**config.mk**
```make
export PLATFORM = sky130hd
export DESIGN_NAME = best_fit_free_list_allocator
export DESIGN_NICKNAME = d
export VERILOG_FILES = /design/src/rtl/bffa_pkg.sv /design/src/rtl/bffa_ram.sv /design/src/rtl/bffa_ctrl.sv /design/src/rtl/bffa_dp.sv /design/src/rtl/best_fit_free_list_allocator.sv
export SDC_FILE = /design/constraint.sdc
export NUM_CORES = 2
export LEC_CHECK = 0
export BUFFER_PORTS_ARGS = -buffer_cell sky130_fd_sc_hd__buf_2
export CAP_MARGIN = 10
export CORE_MARGIN = 5
export CORE_UTILIZATION = 49
export DETAILED_ROUTE_END_ITERATION = 12
export PLACE_DENSITY = 0.76
export SYNTH_ARGS = -nofsm -noshare
export SYNTH_HDL_FRONTEND = slang
export SYNTH_SLANG_ARGS = --single-unit
```
**constraint.sdc**
```tcl
create_clock -name clk -period 13.5 [get_ports clk]
set_input_delay 2.7 -clock clk [delete_from_list [all_inputs] [get_ports clk]]
set_output_delay 2.7 -clock clk [all_outputs]
set_load 0.1 [all_outputs]
```
**src/rtl/bffa_pkg.sv**
```systemverilog
// shared constants, codes, command/status structs and the padding function
// for the best-fit free-list allocator; no dependencies
package bffa_pkg;

  localparam int ADDR_W = 32;
  localparam int LEN_W  = 21;
  localparam int PAD_W  = 8;

  // allocation geometry (alignment must be a power of two)
  localparam int ALIGN        = 16;
  localparam int ALIGN_W      = $clog2(ALIGN);
  localparam int HEADER_BYTES = 16;
  localparam int NODE_BYTES   = 16;

  localparam int DEF_MAX_EXTENTS = 16;
  localparam int DEF_MAX_RECORDS = 16;

  localparam logic [LEN_W-1:0] ARENA_MAX = 21'd1048576;
  localparam logic [LEN_W-1:0] ARENA_RST = 21'd65536;

  // result status codes
  localparam logic [1:0] ST_OK      = 2'd0;
  localparam logic [1:0] ST_NO_FIT  = 2'd1;
  localparam logic [1:0] ST_FULL    = 2'd2;
  localparam logic [1:0] ST_UNKNOWN = 2'd3;

  // configuration register indexes
  localparam int CFG_IDX_W = 1;
  localparam logic [CFG_IDX_W-1:0] REG_ARENA_BASE  = 1'b0;
  localparam logic [CFG_IDX_W-1:0] REG_ARENA_BYTES = 1'b1;

  typedef struct packed {
    logic load;
    logic scan_a;
    logic scan_r;
    logic prep_e;
    logic scan_e;
    logic decide;
    logic commit;
    logic shift;
    logic place;
    logic init_wr;
    logic fin;
  } cmd_t;

  typedef struct packed {
    logic init_req;
    logic req_valid;
    logic req_free;
    logic req_null;
    logic scan_end;
    logic hit;
    logic need_shift;
    logic place_pend;
    logic shift_done;
    logic out_free;
  } sts_t;

  // distance from an extent start to the aligned user address
  function automatic logic [PAD_W-1:0] pad_for(input logic [ALIGN_W-1:0] rem);
    logic [PAD_W-1:0] p;
    p = (rem == '0) ? '0 : PAD_W'(ALIGN) - PAD_W'(rem);
    for (int i = 0; i < 8; i++) begin
      if (p < PAD_W'(HEADER_BYTES)) p = p + PAD_W'(ALIGN);
    end
    return p;
  endfunction

endpackage

```
**src/rtl/bffa_ram.sv**
```systemverilog
// generic single-write, single-read ram with registered read data
// no dependencies
module bffa_ram #(
  parameter int WIDTH = 8,
  parameter int DEPTH = 16,
  parameter int AW    = (DEPTH > 1) ? $clog2(DEPTH) : 1
) (
  input  logic             clk,
  input  logic             we,
  input  logic [AW-1:0]    waddr,
  input  logic [WIDTH-1:0] wdata,
  input  logic [AW-1:0]    raddr,
  output logic [WIDTH-1:0] rdata
);

  logic [WIDTH-1:0] mem [DEPTH];

  always_ff @(posedge clk) begin
    if (we) mem[waddr] <= wdata;
    rdata <= mem[raddr];
  end

endmodule

```
**src/rtl/bffa_ctrl.sv**
```systemverilog
// sequencing state machine of the allocator
// depends on bffa_pkg
module bffa_ctrl import bffa_pkg::*; (
  input  logic clk,
  input  logic rst_n,
  input  sts_t sts,
  output cmd_t cmd,
  output logic in_ready
);

  localparam logic [3:0] S_INIT   = 4'd0;
  localparam logic [3:0] S_IDLE   = 4'd1;
  localparam logic [3:0] S_SCAN_A = 4'd2;
  localparam logic [3:0] S_SCAN_R = 4'd3;
  localparam logic [3:0] S_CHK_R  = 4'd4;
  localparam logic [3:0] S_SCAN_E = 4'd5;
  localparam logic [3:0] S_DECIDE = 4'd6;
  localparam logic [3:0] S_COMMIT = 4'd7;
  localparam logic [3:0] S_SHIFT  = 4'd8;
  localparam logic [3:0] S_PLACE  = 4'd9;
  localparam logic [3:0] S_FIN    = 4'd10;

  logic [3:0] state_r, state_nxt;

  always_comb begin
    state_nxt = state_r;
    cmd       = '0;
    case (state_r)
      S_INIT: begin
        cmd.init_wr = 1'b1;
        state_nxt   = S_IDLE;
      end
      S_IDLE: begin
        if (sts.req_valid) begin
          cmd.load = 1'b1;
          if (!sts.req_free) state_nxt = S_SCAN_A;
          else if (sts.req_null) state_nxt = S_FIN;
          else state_nxt = S_SCAN_R;
        end
      end
      S_SCAN_A: begin
        cmd.scan_a = 1'b1;
        if (sts.scan_end) state_nxt = S_COMMIT;
      end
      S_SCAN_R: begin
        cmd.scan_r = 1'b1;
        if (sts.scan_end) state_nxt = S_CHK_R;
      end
      S_CHK_R: begin
        if (sts.hit) begin
          cmd.prep_e = 1'b1;
          state_nxt  = S_SCAN_E;
        end else begin
          cmd.commit = 1'b1;
          state_nxt  = S_FIN;
        end
      end
      S_SCAN_E: begin
        cmd.scan_e = 1'b1;
        if (sts.scan_end) state_nxt = S_DECIDE;
      end
      S_DECIDE: begin
        cmd.decide = 1'b1;
        state_nxt  = S_COMMIT;
      end
      S_COMMIT: begin
        cmd.commit = 1'b1;
        state_nxt  = sts.need_shift ? S_SHIFT : S_FIN;
      end
      S_SHIFT: begin
        cmd.shift = 1'b1;
        if (sts.shift_done) state_nxt = sts.place_pend ? S_PLACE : S_FIN;
      end
      S_PLACE: begin
        cmd.place = 1'b1;
        state_nxt = S_FIN;
      end
      S_FIN: begin
        if (sts.out_free) begin
          cmd.fin   = 1'b1;
          state_nxt = S_IDLE;
        end
      end
      default: state_nxt = S_IDLE;
    endcase
    if (sts.init_req) state_nxt = S_INIT;
  end

  assign in_ready = (state_r == S_IDLE);

  always_ff @(posedge clk) begin
    if (!rst_n) state_r <= S_INIT;
    else state_r <= state_nxt;
  end

endmodule

```
**src/rtl/bffa_dp.sv**
```systemverilog
// allocator datapath: extent and record rams, scan, update and shift logic
// depends on bffa_pkg and bffa_ram
module bffa_dp import bffa_pkg::*; #(
  parameter int MAX_EXTENTS = DEF_MAX_EXTENTS,
  parameter int MAX_RECORDS = DEF_MAX_RECORDS
) (
  input  logic                 clk,
  input  logic                 rst_n,
  input  cmd_t                 cmd,
  output sts_t                 sts,
  input  logic                 in_valid,
  input  logic                 in_mode,
  input  logic [LEN_W-1:0]     in_req_size,
  input  logic [ADDR_W-1:0]    in_address,
  output logic                 out_valid,
  input  logic                 out_ready,
  output logic [1:0]           out_status,
  output logic [ADDR_W-1:0]    out_user_address,
  output logic [LEN_W-1:0]     out_block_bytes,
  output logic [LEN_W-1:0]     out_used_bytes,
  input  logic                 cfg_we,
  input  logic [CFG_IDX_W-1:0] cfg_index,
  input  logic [ADDR_W-1:0]    cfg_wdata
);

  localparam int IW     = $clog2(MAX_EXTENTS);
  localparam int CTW    = IW + 1;
  localparam int RW     = (MAX_RECORDS > 1) ? $clog2(MAX_RECORDS) : 1;
  localparam int SCAN_N = (MAX_EXTENTS > MAX_RECORDS) ? MAX_EXTENTS : MAX_RECORDS;
  localparam int KW     = $clog2(SCAN_N + 1);
  localparam int LW     = (KW > CTW) ? KW : CTW;
  localparam int EXT_W  = ADDR_W + LEN_W;
  localparam int REC_W  = ADDR_W + LEN_W + PAD_W;

  // configuration and arena state
  logic [ADDR_W-1:0]      base_r;
  logic [LEN_W-1:0]       abytes_r;
  logic [CTW-1:0]         count_r;
  logic [MAX_RECORDS-1:0] valid_r;
  logic [LEN_W-1:0]       biu_r;

  // request
  logic              mode_r;
  logic [LEN_W-1:0]  size_r;
  logic [ADDR_W-1:0] addr_r;

  // scan
  logic [KW-1:0] k_r, kd_r;
  logic          rdv_r;

  logic              found_r;
  logic [IW-1:0]     best_idx_r;
  logic [ADDR_W-1:0] best_start_r;
  logic [LEN_W-1:0]  best_len_r;
  logic [PAD_W-1:0]  best_pad_r;
  logic [LEN_W:0]    best_diff_r;
  logic              slot_ok_r;
  logic [RW-1:0]     slot_r;

  logic              hit_r;
  logic [PAD_W-1:0]  rec_pad_r;
  logic [LEN_W-1:0]  rec_bb_r;
  logic [ADDR_W-1:0] fstart_r;
  logic              poshit_r, prev_v_r, jn_r, jp_r;
  logic [CTW-1:0]    pos_r;
  logic [ADDR_W-1:0] prev_start_r, next_start_r;
  logic [LEN_W-1:0]  prev_len_r, next_len_r;

  // shift engine
  logic           sh_up_r, shv_r, place_pend_r;
  logic [CTW-1:0] sh_idx_r, shd_r, sh_n_r;

  // results
  logic [1:0]        res_status_r;
  logic [ADDR_W-1:0] res_ua_r;
  logic [LEN_W-1:0]  res_bb_r;
  logic              out_valid_r;

  // ram ports
  logic             ext_we;
  logic [IW-1:0]    ext_waddr, ext_raddr;
  logic [EXT_W-1:0] ext_wdata, ext_rdata;
  logic             rec_we;
  logic [REC_W-1:0] rec_wdata, rec_rdata;

  logic [ADDR_W-1:0] e_start, r_ua;
  logic [LEN_W-1:0]  e_len, r_bb;
  logic [PAD_W-1:0]  r_pad, e_pad;
  logic [LEN_W:0]    e_want, e_diff;
  logic              e_fit, kd_in, scan_issue, shift_issue;

  logic [LEN_W:0]    need_a, rem_a;
  logic              split, alloc_ok, free_none, free_full;
  logic [LEN_W-1:0]  grant, bytes_sat;
  logic [ADDR_W-1:0] alloc_ua;
  logic [CTW-1:0]    pos_m1, shw;

  assign e_start = ext_rdata[EXT_W-1:LEN_W];
  assign e_len   = ext_rdata[LEN_W-1:0];
  assign r_ua    = rec_rdata[REC_W-1:LEN_W+PAD_W];
  assign r_bb    = rec_rdata[LEN_W+PAD_W-1:PAD_W];
  assign r_pad   = rec_rdata[PAD_W-1:0];

  assign e_pad  = pad_for(e_start[ALIGN_W-1:0]);
  assign e_want = {1'b0, size_r} + (LEN_W+1)'(e_pad);
  assign e_fit  = {1'b0, e_len} >= e_want;
  assign e_diff = {1'b0, e_len} - e_want;
  assign kd_in  = LW'(kd_r) < LW'(count_r);

  assign scan_issue = ((cmd.scan_a || cmd.scan_e) && (k_r < KW'(MAX_EXTENTS))) ||
                      (cmd.scan_r && (k_r < KW'(MAX_RECORDS)));
  assign shift_issue = cmd.shift && (sh_n_r != '0);

  assign need_a   = {1'b0, size_r} + (LEN_W+1)'(best_pad_r);
  assign rem_a    = {1'b0, best_len_r} - need_a;
  assign split    = rem_a >= (LEN_W+1)'(NODE_BYTES);
  assign alloc_ok = found_r && slot_ok_r;
  assign grant    = split ? need_a[LEN_W-1:0] : best_len_r;
  assign alloc_ua = best_start_r + ADDR_W'(best_pad_r);

  assign free_none = !jn_r && !jp_r;
  assign free_full = free_none && (count_r >= CTW'(MAX_EXTENTS));
  assign pos_m1    = pos_r - CTW'(1);
  assign shw       = sh_up_r ? shd_r + CTW'(1) : shd_r - CTW'(1);
  assign bytes_sat = (cfg_wdata[LEN_W-1:0] > ARENA_MAX) ? ARENA_MAX : cfg_wdata[LEN_W-1:0];

  assign ext_raddr = cmd.shift ? sh_idx_r[IW-1:0] : k_r[IW-1:0];

  // single extent write port, one user per cycle
  always_comb begin
    ext_we    = 1'b0;
    ext_waddr = '0;
    ext_wdata = {base_r, abytes_r};
    if (cmd.init_wr) begin
      ext_we = 1'b1;
    end else if (cmd.commit && !mode_r && alloc_ok && split) begin
      ext_we    = 1'b1;
      ext_waddr = best_idx_r;
      ext_wdata = {best_start_r + ADDR_W'(need_a), rem_a[LEN_W-1:0]};
    end else if (cmd.commit && mode_r && hit_r && !free_full && !free_none) begin
      ext_we = 1'b1;
      if (jn_r && jp_r) begin
        ext_waddr = pos_m1[IW-1:0];
        ext_wdata = {prev_start_r, prev_len_r + rec_bb_r + next_len_r};
      end else if (jn_r) begin
        ext_waddr = pos_r[IW-1:0];
        ext_wdata = {fstart_r, next_len_r + rec_bb_r};
      end else begin
        ext_waddr = pos_m1[IW-1:0];
        ext_wdata = {prev_start_r, prev_len_r + rec_bb_r};
      end
    end else if (shv_r) begin
      ext_we    = 1'b1;
      ext_waddr = shw[IW-1:0];
      ext_wdata = ext_rdata;
    end else if (cmd.place) begin
      ext_we    = 1'b1;
      ext_waddr = pos_r[IW-1:0];
      ext_wdata = {fstart_r, rec_bb_r};
    end
  end

  assign rec_we    = cmd.commit && !mode_r && alloc_ok;
  assign rec_wdata = {alloc_ua, grant, best_pad_r - PAD_W'(HEADER_BYTES)};

  bffa_ram #(.WIDTH(EXT_W), .DEPTH(MAX_EXTENTS), .AW(IW)) u_ext_ram (
    .clk   (clk),
    .we    (ext_we),
    .waddr (ext_waddr),
    .wdata (ext_wdata),
    .raddr (ext_raddr),
    .rdata (ext_rdata)
  );

  bffa_ram #(.WIDTH(REC_W), .DEPTH(MAX_RECORDS), .AW(RW)) u_rec_ram (
    .clk   (clk),
    .we    (rec_we),
    .waddr (slot_r),
    .wdata (rec_wdata),
    .raddr (k_r[RW-1:0]),
    .rdata (rec_rdata)
  );

  always_comb begin
    sts            = '0;
    sts.init_req   = cfg_we && (cfg_index == REG_ARENA_BYTES);
    sts.req_valid  = in_valid;
    sts.req_free   = in_mode;
    sts.req_null   = (in_address == '0);
    sts.scan_end   = (k_r == KW'(SCAN_N));
    sts.hit        = hit_r;
    sts.need_shift = mode_r ? (hit_r && ((jn_r && jp_r) || (free_none && !free_full)))
                            : (alloc_ok && !split);
    sts.place_pend = place_pend_r;
    sts.shift_done = (sh_n_r == '0) && !shv_r;
    sts.out_free   = !out_valid_r || out_ready;
  end

  always_ff @(posedge clk) begin
    if (!rst_n) begin
      base_r       <= '0;
      abytes_r     <= ARENA_RST;
      count_r      <= CTW'(1);
      valid_r      <= '0;
      biu_r        <= '0;
      rdv_r        <= 1'b0;
      shv_r        <= 1'b0;
      sh_n_r       <= '0;
      place_pend_r <= 1'b0;
      out_valid_r  <= 1'b0;
    end else begin
      rdv_r <= scan_issue;
      kd_r  <= k_r;

      if (cmd.load || cmd.prep_e) k_r <= '0;
      else if ((cmd.scan_a || cmd.scan_r || cmd.scan_e) && (k_r != KW'(SCAN_N)))
        k_r <= k_r + KW'(1);

      if (cmd.load) begin
        mode_r       <= in_mode;
        size_r       <= (in_req_size < LEN_W'(NODE_BYTES)) ? LEN_W'(NODE_BYTES) : in_req_size;
        addr_r       <= in_address;
        found_r      <= 1'b0;
        slot_ok_r    <= 1'b0;
        hit_r        <= 1'b0;
        place_pend_r <= 1'b0;
        res_status_r <= ST_OK;
        res_ua_r     <= '0;
        res_bb_r     <= '0;
      end

      // best fit over extents, first free record in the same pass
      if (cmd.scan_a && rdv_r && kd_in && e_fit && (!found_r || e_diff < best_diff_r)) begin
        found_r      <= 1'b1;
        best_idx_r   <= kd_r[IW-1:0];
        best_start_r <= e_start;
        best_len_r   <= e_len;
        best_pad_r   <= e_pad;
        best_diff_r  <= e_diff;
      end
      if (cmd.scan_a && (k_r < KW'(MAX_RECORDS)) && !slot_ok_r && !valid_r[k_r[RW-1:0]]) begin
        slot_ok_r <= 1'b1;
        slot_r    <= k_r[RW-1:0];
      end

      // record lookup
      if (cmd.scan_r && rdv_r && !hit_r && valid_r[kd_r[RW-1:0]] && (r_ua == addr_r)) begin
        hit_r     <= 1'b1;
        slot_r    <= kd_r[RW-1:0];
        rec_pad_r <= r_pad;
        rec_bb_r  <= r_bb;
      end

      if (cmd.prep_e) begin
        fstart_r <= addr_r - ADDR_W'(HEADER_BYTES) - ADDR_W'(rec_pad_r);
        poshit_r <= 1'b0;
        prev_v_r <= 1'b0;
      end

      // insertion point: first extent starting above the freed block
      if (cmd.scan_e && rdv_r && kd_in && !poshit_r) begin
        if (e_start > fstart_r) begin
          poshit_r     <= 1'b1;
          pos_r        <= CTW'(kd_r);
          next_start_r <= e_start;
          next_len_r   <= e_len;
        end else begin
          prev_v_r     <= 1'b1;
          prev_start_r <= e_start;
          prev_len_r   <= e_len;
        end
      end

      if (cmd.decide) begin
        if (!poshit_r) pos_r <= count_r;
        jn_r <= poshit_r && ((fstart_r + ADDR_W'(rec_bb_r)) == next_start_r);
        jp_r <= prev_v_r && ((prev_start_r + ADDR_W'(prev_len_r)) == fstart_r);
      end

      if (cmd.commit) begin
        if (!mode_r) begin
          if (!found_r) res_status_r <= ST_NO_FIT;
          else if (!slot_ok_r) res_status_r <= ST_FULL;
          else begin
            valid_r[slot_r] <= 1'b1;
            biu_r    <= biu_r + grant;
            res_ua_r <= alloc_ua;
            res_bb_r <= grant;
            if (!split) begin
              count_r  <= count_r - CTW'(1);
              sh_up_r  <= 1'b0;
              sh_idx_r <= CTW'(best_idx_r) + CTW'(1);
              sh_n_r   <= count_r - CTW'(best_idx_r) - CTW'(1);
            end
          end
        end else begin
          if (!hit_r) res_status_r <= ST_UNKNOWN;
          else if (free_full) res_status_r <= ST_FULL;
          else begin
            valid_r[slot_r] <= 1'b0;
            biu_r    <= (biu_r >= rec_bb_r) ? biu_r - rec_bb_r : '0;
            res_bb_r <= rec_bb_r;
            if (jn_r && jp_r) begin
              count_r  <= count_r - CTW'(1);
              sh_up_r  <= 1'b0;
              sh_idx_r <= pos_r + CTW'(1);
              sh_n_r   <= count_r - pos_r - CTW'(1);
            end else if (free_none) begin
              count_r      <= count_r + CTW'(1);
              sh_up_r      <= 1'b1;
              sh_idx_r     <= count_r - CTW'(1);
              sh_n_r       <= count_r - pos_r;
              place_pend_r <= 1'b1;
            end
          end
        end
      end

      shv_r <= shift_issue;
      if (shift_issue) begin
        shd_r    <= sh_idx_r;
        sh_idx_r <= sh_up_r ? sh_idx_r - CTW'(1) : sh_idx_r + CTW'(1);
        sh_n_r   <= sh_n_r - CTW'(1);
      end

      if (cmd.fin) begin
        out_valid_r      <= 1'b1;
        out_status       <= res_status_r;
        out_user_address <= res_ua_r;
        out_block_bytes  <= res_bb_r;
        out_used_bytes   <= biu_r;
      end else if (out_ready) begin
        out_valid_r <= 1'b0;
      end

      // configuration writes win over everything else
      if (cfg_we) begin
        if (cfg_index == REG_ARENA_BASE) begin
          base_r <= cfg_wdata;
        end else begin
          abytes_r <= bytes_sat;
          count_r  <= CTW'(1);
          valid_r  <= '0;
          biu_r    <= '0;
        end
      end
    end
  end

  assign out_valid = out_valid_r;

endmodule

```
**src/rtl/best_fit_free_list_allocator.sv**
```systemverilog
// top level of the best-fit free-list allocator
// depends on bffa_pkg, bffa_ctrl, bffa_dp (which holds the bffa_ram instances)

// Best-fit allocator over one arena. Free space is a start-ordered table of
// extents and each granted block has a record. A word on the input channel is
// an allocate (mode 0) or a free (mode 1); each word gives exactly one result
// word. One request is worked at a time. An allocate scans the extent and
// record tables in one pass and then commits; when it uses up an extent, a
// table shift closes the gap. A free of a known pointer scans the records,
// then the extents, decides on merges and commits; a merge of both
// neighbours adds the same shift, and an insert adds a shift plus a step to
// place the new extent. A null free goes straight to its result and a free
// of an unknown pointer ends after the record scan. The time of a request is
// set by the scans, which walk the extent ram and the record ram one entry
// per cycle through their single read port, and by the table shifts through
// the same port. A new request is taken while the previous result still
// waits in the output register; a finished result waits until that register
// is free. Writing arena_bytes (and reset) reinitialises the arena; the
// block is busy after that while the first extent is written. ALIGN must be
// a power of two.
module best_fit_free_list_allocator import bffa_pkg::*; #(
  parameter int MAX_EXTENTS = DEF_MAX_EXTENTS,
  parameter int MAX_RECORDS = DEF_MAX_RECORDS
) (
  input  logic                 clk,
  input  logic                 rst_n,
  input  logic                 in_valid,
  output logic                 in_ready,
  input  logic                 in_mode,
  input  logic [LEN_W-1:0]     in_req_size,
  input  logic [ADDR_W-1:0]    in_address,
  output logic                 out_valid,
  input  logic                 out_ready,
  output logic [1:0]           out_status,
  output logic [ADDR_W-1:0]    out_user_address,
  output logic [LEN_W-1:0]     out_block_bytes,
  output logic [LEN_W-1:0]     out_used_bytes,
  input  logic                 cfg_we,
  input  logic [CFG_IDX_W-1:0] cfg_index,
  input  logic [ADDR_W-1:0]    cfg_wdata
);

  cmd_t cmd;
  sts_t sts;

  // sequencer: scan, commit, shift and output steps
  bffa_ctrl u_ctrl (
    .clk      (clk),
    .rst_n    (rst_n),
    .sts      (sts),
    .cmd      (cmd),
    .in_ready (in_ready)
  );

  // tables, scan evaluation and the output register
  bffa_dp #(
    .MAX_EXTENTS (MAX_EXTENTS),
    .MAX_RECORDS (MAX_RECORDS)
  ) u_dp (
    .clk              (clk),
    .rst_n            (rst_n),
    .cmd              (cmd),
    .sts              (sts),
    .in_valid         (in_valid),
    .in_mode          (in_mode),
    .in_req_size      (in_req_size),
    .in_address       (in_address),
    .out_valid        (out_valid),
    .out_ready        (out_ready),
    .out_status       (out_status),
    .out_user_address (out_user_address),
    .out_block_bytes  (out_block_bytes),
    .out_used_bytes   (out_used_bytes),
    .cfg_we           (cfg_we),
    .cfg_index        (cfg_index),
    .cfg_wdata        (cfg_wdata)
  );

`ifndef SYNTH
  // one request at a time: busy right after a word is taken
  a_busy_after_accept: assert property (@(posedge clk) disable iff (!rst_n)
    (in_valid && in_ready) |=> !in_ready)
    else $error("input taken while a request is in progress");

  // a finished request always reaches the output register
  a_fin_shows_result: assert property (@(posedge clk) disable iff (!rst_n)
    cmd.fin |=> out_valid)
    else $error("result not presented after finish");

  // the sequencer issues at most one step per cycle
  a_single_step: assert property (@(posedge clk) disable iff (!rst_n)
    $onehot0(cmd))
    else $error("more than one datapath step at once");
`endif

endmodule

```
==> metrics.csv <==
stage;metric;value;unit
synthesis;Synth cell types;87;
placed_design;Placer Congestion;1.01;
worst_setup_path;CP max-delay cell;edfxtp_1;
power;Gate power share;6.7;%
global_route;first-pass GRT wire length;477;mm
placed_design;dpl hpwl;213;mm
cts;postcts setup bufs;0;
global_route;GRT overflow;0;
sta;fin crit period;10430;ps
cts;CTS Buffer Depth;3;
power;total net switching power;3.83;mW
cells_and_area;fill cell count;17200;
detailed_routing;Remaining DRCs;0;
synthesis;Netlist Area Pre-Place;0.111;mm^2
detailed_routing;vias after detailed routing;70100;
worst_setup_path;crit-path most repeated cell;o21ai_0;
cts;CTS tree;built;
die;io pins;170;
power;Sw Ratio;22.8;%
cells_and_area;layout cell share with drive strength beyond 1;17.6;%
worst_setup_path;Worst EP required;14270;ps
sta;highest clock rate;95.9;MHz
die;Row Count;174;
worst_setup_path;crit path launch type;flop;
run_status;status;finished, final reports clean;
cts;clock sink count;2480;
detailed_routing;routed wire length;334;mm
placed_design;Port Buf Inserts;169;
sta;Worst Tran Pin Value;1360;ps
die;area of the core;0.225;mm^2
global_route;number of global-route vias before repair;67900;
cts;clk_lat worst skew;930;ps
worst_setup_path;setup slack, reg-to-reg;3070;ps
power;worst vdd ir;121;uV
detailed_routing;initial DRC count;9976;
power;clock network fraction of total power;41.7;%
synthesis;Synth Instances;7346;
global_route;initial antenna violation count;26;
run;Max Cap Viol;0;
worst_setup_path;CP Capture Type;flop;
worst_setup_path;CP Max Fanout;39;
cts;Clk Tree Root Cell;clkbuf_16;
sta;endpoints failing setup;0;
sta;Clock Skew;86.3;ps
sta;Final Hold Fails;0;
synthesis;Post-synth top cells;2,260 x edfxtp_1, 642 x nand2_1, 517 x mux4_2;
power;Sequential Power Share;51.5;%
cells_and_area;Syn-to-layout area delta;12.4;%
synthesis;synth top area cells;edfxtp_1 61%, mux4_2 11%, dfxtp_1 4.0%;
synthesis;Async S/R FF share, synth;0;%
global_route;GRT Resource Usage Total;27.7;%
worst_setup_path;max incr delay on CP;760;ps
hold_path;Hold Crit Class;flop to flop;
synthesis;most numerous cell in the Yosys netlist;edfxtp_1;
detailed_routing;Routed WL per cell;30.8;um
sta;final setup TNS;0;ps
global_route;largest net degree at the start of global routing;159;
cells_and_area;Util after Layout;55.4;%
power;LEAKAGE;42.6;nW
cells_and_area;nets;8060;
synthesis;Yosys warning count;0;
power;Pint;13.0;mW
sta;RSZ-0062 raised after global routing;false;
sta;Max transition margin;8.62;%
sta;Tcrit/Tclk final;77.2;%
synthesis;#FFs+latches synth;2480;
synthesis;syn avg cell area;15.1;um^2
die;Initial Utilization;49.3;%
worst_setup_path;Largest delay share family, worst path;compound AO/OA/AOI/OAI gates;
die;Die Wd;485;um
power;Tot Pwr;16.8;mW
synthesis;Post-synth EDFFs;2260;
cts;Worst-path clk slew;70;ps
detailed_routing;Routed Antenna Nets;0;
die;die area;0.235;mm^2
detailed_routing;TritonRoute pass-1 iters;6;
worst_setup_path;critical path class;flop to flop;
detailed_routing;vias per inst;6.46;
synthesis;Synth area leader;edfxtp_1;
cts;H-tree depth;4;
die;Die Y;485;um
cts;hold-fix buffer count after cts;0;
sta;fin. max-slew vios;0;
cts;clock buffer count from CTS;240;
worst_setup_path;Critical Path AT;11200;ps
power;Cell Pwr Density;135;mW/mm^2
synthesis;Most used DFF post-synth;edfxtp_1;
synthesis;sequential fraction of the synthesis area;65.3;%
worst_setup_path;CP Buf/Inv Count;3;
synthesis;share of the synthesized area in the top cell type;61.3;%
cts;cts repair resizes;0;
-- placed cells by master (no fill, tap or decap), types with 124 or more instances in the layout --
cell type | Yosys | final
edfxtp_1 | 2260 | 2260
nand2_1 | 642 | 638
mux4_2 | 517 | 517
a21oi_1 | 355 | 349
nor2_1 | 366 | 341
ha_1 | 314 | 313
xnor2_1 | 250 | 250
clkbuf_16 | 0 | 241
inv_1 | 229 | 221
o21ai_0 | 222 | 219
dfxtp_1 | 220 | 219
buf_4 | 2 | 187
buf_2 | 15 | 168
nand3_1 | 149 | 148
a211oi_1 | 135 | 134
a21o_1 | 124 | 124
-- routing by layer --
metal / vias up / global-route usage [%] / share of wire [%]
met2: 4663 / 42.4 / 45
met3: 770 / 7.29 / 12
met5: - / 0 / 0.025
met1: 35400 / 37.9 / 38
met4: 12 / 11.6 / 4.7
li1: 29300 / - / -
-- sequential cells by signal, summed over array words and instances, names as in the netlist, 53 cells and up --
| signal | cells |
|---|---|
| u_dp.u_rec_ram.mem | 944 |
| u_dp.u_rec_ram.rdata | 59 |
| u_dp.u_ext_ram.rdata | 53 |
| u_dp.u_ext_ram.mem | 848 |
-- per-stage QoR --
stage | instances | instance area [um^2] | setup WS [ps] | hold WS [ps]
detailed placement | 10400 | 116000 | 3370 | 389
global route | 10800 | 124000 | 2560 | 410
finish | 10800 | 124000 | 3070 | 396
CTS | 10800 | 124000 | 3390 | 394
global placement | 10400 | 116000 | 3600 | 387
floorplan | 7378 | 111000 | 2150 | 386
-- final timing paths --
kind                                               start                end  cells past startpoint
worst max-delay path                  u_dp.best_pad_r[0]     u_dp.biu_r[20]                     34
worst min-delay path            u_dp.u_rec_ram.rdata[27]  u_dp.rec_bb_r[19]                      0
worst max register to register        u_dp.best_pad_r[0]     u_dp.biu_r[20]                     34
worst min register to register  u_dp.u_rec_ram.rdata[27]  u_dp.rec_bb_r[19]                      0
-- cell families (layout without fill, tap and decap cells) --
group	after synthesis	after routing	synth area share, %
DFF	2480	2480	65.3
xor gates and xnor gates	366	366	2.90
other	2	43	0.00679
adders and majority gates	332	332	3.88
AOI/OAI and AO/OA	1353	1353	7.99
muxes	566	566	11.0
buffers and inverters	580	1049	1.99
and+or+nand+nor	1667	1667	6.94
-- cell type report --
class	count	area (um^2)	share of cell area (%)
Clock inverter	134	1760	1.42
Timing Repair Buffer	364	2390	1.92
Multi-Input combinational cell	4318	36700	29.5
Tap cell	2992	3740	3.01
Clock buffer	319	6590	5.30
Sequential cell	2480	72300	58.1
Inverter	232	878	0.706
Antenna cell	9	22.5	0.0181
-- power groups by stage --
stage / logic, mW / registers, mW / clock network (mW)
after global routing: 1.20 / 8.68 / 7.45
final: 1.13 / 8.68 / 7.03
after detailed placement: 1.09 / 8.84 / 0
after global placement: 1.06 / 8.83 / 0
after floorplan: 0.718 / 8.77 / 0
after CTS: 1.10 / 8.67 / 7.09
Note: power is estimated with default switching activity, not from simulation.
